==> src/sv/bdtw_pkg.sv <==
`timescale 1ns / 1ps
// ============================================================================
// bdtw_pkg
// Shared types and constants of the banded warping aligner.
// ============================================================================
package bdtw_pkg;

    localparam int MAX_LEN_DEF     = 1024;
    localparam int MAX_WINDOW_DEF  = 31;
    localparam int SAMPLE_BITS_DEF = 16;

    localparam int            WIN_W     = 5;
    localparam logic [WIN_W-1:0] WIN_RESET = 5'd8;
    localparam int            IDX_W     = 11;
    localparam int            COST_W    = 48;

    // Cost word: bit COST_W marks "no path"
    localparam logic [COST_W:0] COST_INF = {1'b1, {COST_W{1'b0}}};
    localparam logic [COST_W:0] COST_MAX = {1'b0, {COST_W{1'b1}}};

    localparam logic OP_LOAD = 1'b0;
    localparam logic OP_READ = 1'b1;

    localparam logic KIND_REPORT = 1'b0;
    localparam logic KIND_ENTRY  = 1'b1;

    typedef enum logic [1:0] {
        MV_DIAG = 2'd0,
        MV_LEFT = 2'd1,
        MV_UP   = 2'd2,
        MV_NONE = 2'd3
    } t_move;

    typedef enum logic [3:0] {
        ST_IDLE,
        ST_ROW,
        ST_CELL_RD,
        ST_CELL_CALC,
        ST_CELL_WR,
        ST_BT_RD,
        ST_BT_STEP,
        ST_REPORT,
        ST_RD_OUT
    } t_state;

    // Per-cell neighbour and range qualifiers handed to the cost unit
    typedef struct packed {
        logic dg_ok;
        logic lf_ok;
        logic up_ok;
        logic in_range;
    } t_cell_ctl;

endpackage

==> src/sv/bdtw_cost_unit.sv <==
`timescale 1ns / 1ps
// ============================================================================
// bdtw_cost_unit
// Local cost, neighbour minimum and saturating accumulate for one band cell.
// ============================================================================
module bdtw_cost_unit #(
    parameter int SAMPLE_BITS = 16,
    parameter int DW          = 7
) (
    input  logic                      i_clk,
    input  logic                      i_en,
    input  logic [SAMPLE_BITS:0]      i_a,
    input  logic [SAMPLE_BITS:0]      i_b,
    input  logic signed [DW-1:0]      i_d,
    input  logic [48:0]               i_dg,
    input  logic [48:0]               i_lf,
    input  logic [48:0]               i_up,
    input  bdtw_pkg::t_cell_ctl       i_ctl,
    output logic [48:0]               o_cost,
    output bdtw_pkg::t_move           o_move
);
    import bdtw_pkg::*;

    localparam int SB = SAMPLE_BITS;

    logic [SB:0]        diff;
    logic [SB:0]        mag;
    logic [33:0]        mag_x;
    logic               big;
    logic [47:0]        sq;
    logic [DW-1:0]      ad;
    logic [2*DW-1:0]    ad_sq;
    logic [COST_W-1:0]  lc_miss;
    logic [COST_W:0]    dg_e, lf_e, up_e;
    logic [COST_W-1:0]  n_lc;
    logic [COST_W:0]    n_m;
    t_move              n_mv;
    logic [COST_W-1:0]  r_lc;
    logic [COST_W:0]    r_m;
    t_move              r_mv;
    logic               r_ok;
    logic [COST_W:0]    sum;

    always_comb begin
        diff    = {i_a[SB-1], i_a[SB-1:0]} - {i_b[SB-1], i_b[SB-1:0]};
        mag     = diff[SB] ? (~diff + 1'b1) : diff;
        mag_x   = 34'(mag);
        big     = |mag_x[33:24];
        sq      = mag_x[23:0] * mag_x[23:0];
        ad      = i_d[DW-1] ? DW'(-i_d) : DW'(i_d);
        ad_sq   = ad * ad;
        lc_miss = COST_W'({(2*DW+3)'(ad_sq) + ((2*DW+3)'(ad_sq) << 2), 16'd0});
        if (i_a[SB] || i_b[SB]) begin
            n_lc = lc_miss;
        end else if (big) begin
            n_lc = COST_MAX[COST_W-1:0];
        end else begin
            n_lc = sq;
        end

        dg_e = i_ctl.dg_ok ? i_dg : COST_INF;
        lf_e = i_ctl.lf_ok ? i_lf : COST_INF;
        up_e = i_ctl.up_ok ? i_up : COST_INF;
        // diagonal wins ties, then left, then up
        if (dg_e <= lf_e && dg_e <= up_e) begin
            n_m  = dg_e;
            n_mv = MV_DIAG;
        end else if (lf_e <= up_e) begin
            n_m  = lf_e;
            n_mv = MV_LEFT;
        end else begin
            n_m  = up_e;
            n_mv = MV_UP;
        end
    end

    always_ff @(posedge i_clk) begin
        if (i_en) begin
            r_lc <= n_lc;
            r_m  <= n_m;
            r_mv <= n_mv;
            r_ok <= i_ctl.in_range;
        end
    end

    always_comb begin
        sum = r_m + {1'b0, r_lc};
        if (!r_ok) begin
            o_cost = COST_INF;
            o_move = MV_NONE;
        end else if (r_m[COST_W]) begin
            o_cost = {1'b0, r_lc};
            o_move = MV_NONE;
        end else begin
            o_cost = sum[COST_W] ? COST_MAX : sum;
            o_move = r_mv;
        end
    end

endmodule

==> config.mk <==
export PLATFORM = sky130hd
export DESIGN_NAME = bdtw_cost_unit
export DESIGN_NICKNAME = d
export VERILOG_FILES = /design/src/sv/bdtw_pkg.sv /design/src/sv/bdtw_cost_unit.sv
export SDC_FILE = /design/constraint.sdc
export NUM_CORES = 1
export LEC_CHECK = 0
export ABC_AREA = 1
export BUFFER_PORTS_ARGS = -buffer_cell sky130_fd_sc_hd__buf_2
export CAP_MARGIN = 0
export CELL_PAD_IN_SITES_DETAIL_PLACEMENT = 0
export CELL_PAD_IN_SITES_GLOBAL_PLACEMENT = 1
export CORE_MARGIN = 3
export CORE_UTILIZATION = 35
export DETAILED_ROUTE_END_ITERATION = 7
export HOLD_SLACK_MARGIN = 0.02
export PLACE_DENSITY_LB_ADDON = 0.1
export SLEW_MARGIN = 20
export SYNTH_ARGS = -nofsm -noshare
export SYNTH_HDL_FRONTEND = slang
export SYNTH_SLANG_ARGS = --single-unit
==> constraint.sdc <==
create_clock -name i_clk -period 13.4 [get_ports i_clk]
set_clock_uncertainty 0.1 [all_clocks]
set_input_delay 0.67 -clock i_clk [delete_from_list [all_inputs] [get_ports i_clk]]
set_output_delay 0.67 -clock i_clk [all_outputs]
set_load 0.005 [all_outputs]
After elaboration in Yosys (flattened, before gate mapping) --
Index checks and enable logic that the tools add are counted.
Storage, ports and cells: input port bits 194, logic and storage cells 32, memory bits (read-only) 0, register bits 100, bits in latches 0, bits in writable memories 0, output and inout port bits 51, memories 0
Cells by class: multiplexer cells 14, multipliers 2, div/mod/pow operators 0, shift operators 0, order comparisons 3, equal/unequal tests 0, reduce and logical (&&, ||, !) cells 2, add/subtract/negate cells 5, bitwise operators 1
Operators by type and width (count):
- $mux W49 | 6
- $le A49 B49 Y1 | 3
- $mux W48 | 2
- $add A49 B48 Y49 | 1
- $mul A17 B17 Y34 | 1
- $mux W33 | 1
- $add A14 B16 Y17 | 1
- $add A17 B1 Y17 const B | 1
- $mux W17 | 1
- $not A17 Y17 | 1
- $sub A16 B16 Y17 | 1
- $mul A7 B7 Y14 | 1
- $mux W7 | 1
- $neg A7 Y7 | 1
- $mux W2 | 3
- $logic_and A1 B1 Y1 | 1
- $logic_or A1 B1 Y1 | 1

Depth between registers and ports, before layout --
depth in word-level cells 6, mapped depth 43, gate-level depth less buffers 42

Worst setup path after synthesis --
Ideal clock, no wire load.
path type input -> register, start point input port i_a[0], end point register r_lc[27], data pin, stages on the path 38, arrival time 7446 ps, slack 5589 ps, cells stage by stage inv_1 -> ha_1 -> inv_1 -> fa_1 -> inv_1 -> ha_1 -> inv_1 -> nor2_2 -> nand3_1 -> nor2_1 -> nand3_1 -> nor2_1 -> nand3_1 -> nand2_1 -> nand3_1 -> nand2_2 -> buf_6 -> nand2_1 -> (+2 left out) -> fa_1 -> fa_1 -> fa_1 -> fa_1 -> inv_1 -> fa_1 -> inv_1 -> ha_1 -> nand2_1 -> nor2_1 -> inv_1 -> nor3_1 -> nand2_1 -> o211ai_1 -> nand2_1 -> nand2_1 -> a21oi_1 -> o21bai_1
Between the ends: longest elaborated chain between the ends 6
RTL lines:
- from (decl) | RTL line bdtw_cost_unit.sv:12 | input logic [SAMPLE_BITS:0] i_a,
- $sub A16 B16 Y17 (*) | RTL line bdtw_cost_unit.sv:45 | diff = {i_a[SB-1], i_a[SB-1:0]} - {i_b[SB-1], i_b[SB-1:0]};
- $not A17 Y17 | RTL line bdtw_cost_unit.sv:46 | mag = diff[SB] ? (~diff + 1'b1) : diff;
- $add A17 B1 Y17 | RTL line bdtw_cost_unit.sv:46
- $mux W17 (*) | RTL line bdtw_cost_unit.sv:46
- $mul A17 B17 Y34 (*) | RTL line bdtw_cost_unit.sv:49 | sq = mag_x[23:0] * mag_x[23:0];
- $mux W33 (*) | RTL line bdtw_cost_unit.sv:53 | if (i_a[SB] || i_b[SB]) begin
- via n_lc[27] | RTL line bdtw_cost_unit.sv:35 | logic [COST_W-1:0] n_lc;
- to (signal assigned) | RTL line bdtw_cost_unit.sv:79 | r_lc <= n_lc;
- to (decl) | RTL line bdtw_cost_unit.sv:38 | logic [COST_W-1:0] r_lc;
Mark *: on every way through the listed nets, which the timed path passes. The rest lies on a longest branch. A chain may end at the register's enable or synchronous reset.

Worst setup path in the final report --
start point input port i_a[0], end point register r_lc[22], data pin
The elaborated chain is that of the path after synthesis.

==> qor.yml <==
initial_core_util_pct: 35.5
critPathMaxStageDelay_ns: 0.55
tns_ns: 0
cts_resized: 0
num_vias: 22913
drv_cap: 0
hold_path_startpoint: "i_ctl[0]"
die_area_um2: 70300
avgSynthCellArea_um2: 6.85
slew-limit-headroom_pct: 28.5
netlist_top_cells_count: "nand2_1 (885), inv_1 (651), ha_1 (338), nor2_1 (253), a21oi_1 (230)"
htree_levels: 3
critical_path.max_fanout: 14
arrival_ns: 8.90
first_pass_iters: 5
yosys.area.top_type_share_pct: 18.0
setup_viol: 0
clock.fmax_mhz: 112
grt_use_met1_pct: 34.2
slowest_stage: "fa_1"
ant_nets: 0
place_congestion: 0.925
fp.dieW_um: 265
cts_sinks: 85
met3_usage_pct: 2.94
synth-seq-area-share_pct: 10.9
finalCriticalPeriod_ns: 8.93
cp-startpoint: "i_a[0]"
use_met2_pct: 36.6
crit_path_frequent_cell: "inv_1"
portBuffers: 244
critical_path_depth: 36
place_worst_setup_slack_ns: 3.86
root_buffer: "clkbuf_16"
busiest_layer: "met2"
hold_path_class: "in2reg"
utilization_pct: 39.2
synthMostInstantiatedCell: "nand2_1"
numCtsBuffers: 9
drcViolationCount: 0
synth_edf_count: 85
drive_above_1_share_pct: 9.26
end_kind: "flop"
cts_post_setup_buffers_inserted: 0
grt_max_degree: 58
tightest_slew_ns: 1.07
status: "completed"
worst_slack_ns: 4.47
drtIter0Drc: 1542
cts.clk_slew.worst_paths_ns: 0.07
hold_path_depth: 1
drt-wirelength-per-cell_um: 18.4
areaGrowthSynthToFinish_pct: 10.4
clockBufferDepth: 2
synth_seq_cells: 85
overflow: 0
yosys-top-cells-area: "ha_1 (18%), fa_1 (18%), nand2_1 (14%)"
rows: 94
cts_tree: "done"
via_per_inst: 5.08
finalWirelength_um: 82700
synthArstFlopShare_pct: 0
grt_pass1_vias: 23305
place_hpwl_um: 71900
syn-cell-area_um2: 23500
hold_slack_ns: 0.391
slew_viol_final: 0
pin_count: 245
cts-hold-fix-buffers: 0
synth_cells: 3427
critPathTopFamily: "adder cells"
ys_warn_count: 0
grt_pass1_wl_um: 129000
die-height_um: 265
worst-endpoint-required_ns: 13.36
antenna_found_initial: 6
track_usage_pct: 23.4
crit_type: "in2reg"
cp_num_buf_inv: 11
synth_ff_type: "edfxtp_1"
min_period_over_period_pct: 66.7
final_hold_viol_count: 0
final_nets: 4374
core_area_um2: 66100
grt_setup_unrepaired: "false"
crit_path_start_kind: "primary input"
yosysUniqueCellTypes: 59
yosysTopAreaCell: "ha_1"
-- sequential cells by signal (all words and copies together), names as in the netlist --
register  flops
r_m          49
r_lc         33
r_mv          2
r_ok          1
-- cells by family after synthesis --
kind of cell	Yosys count	share of synthesized area [%]
AOI/OAI and AO/OA	483	11.4
xor gates and xnor gates	76	2.95
adders and majority gates	545	35.6
buffers and inverters	741	12.1
DFF	85	10.9
other	2	0.0320
and+or+nand+nor	1495	27.0
-- layout by cell type (no fill, tap or decap), types with 21 or more instances in the layout --
cell type | Yosys | layout
a21oi_1 | 230 | 230
a31oi_1 | 21 | 21
buf_2 | 12 | 243
edfxtp_1 | 85 | 85
fa_1 | 207 | 207
ha_1 | 338 | 338
inv_1 | 651 | 651
nand2_1 | 885 | 885
nand3_1 | 171 | 170
nand3b_1 | 54 | 54
nand4_1 | 42 | 42
nor2_1 | 253 | 252
nor3_1 | 29 | 29
o21ai_0 | 145 | 145
xnor2_1 | 27 | 27
xor2_1 | 47 | 46
-- per-stage QoR --
stage / instances / instance area [um^2]
after floorplan: 3440 / 23500
after global placement: 4488 / 25600
after detailed placement: 4488 / 25600
after CTS: 4504 / 25900
after global routing: 4505 / 25900
final: 4506 / 25900
-- metal layers --
metal  routed length (um)  part of all wire (%)
met5                    0                     0
met1                40200                    49
met4                 2150                   2.6
met3                 4490                   5.4
met2                35900                    43
-- path summary, 6_finish.rpt --
kind | to | slack [ns]
min | r_ok$_DFFE_PP_ | 0.39
max | r_lc[22]$_DFFE_PP_ | 4.47
-- cell type report --
| class | instances | area, um^2 |
|---|---|---|
| Fill cell | 7203 | 40200 |
| Multi-Input combinational cell | 2614 | 18200 |
| Sequential cell | 85 | 2550 |
| Inverter | 668 | 2510 |
| Timing Repair Buffer | 257 | 1320 |
| Tap cell | 864 | 1080 |
| Clock buffer | 9 | 225 |
| Clock inverter | 7 | 68.8 |
| Antenna cell | 2 | 5.00 |
Power is left out: the tool's default activity adds up to more than one toggle a clock period on the data nets, which glitch-free logic cannot reach.
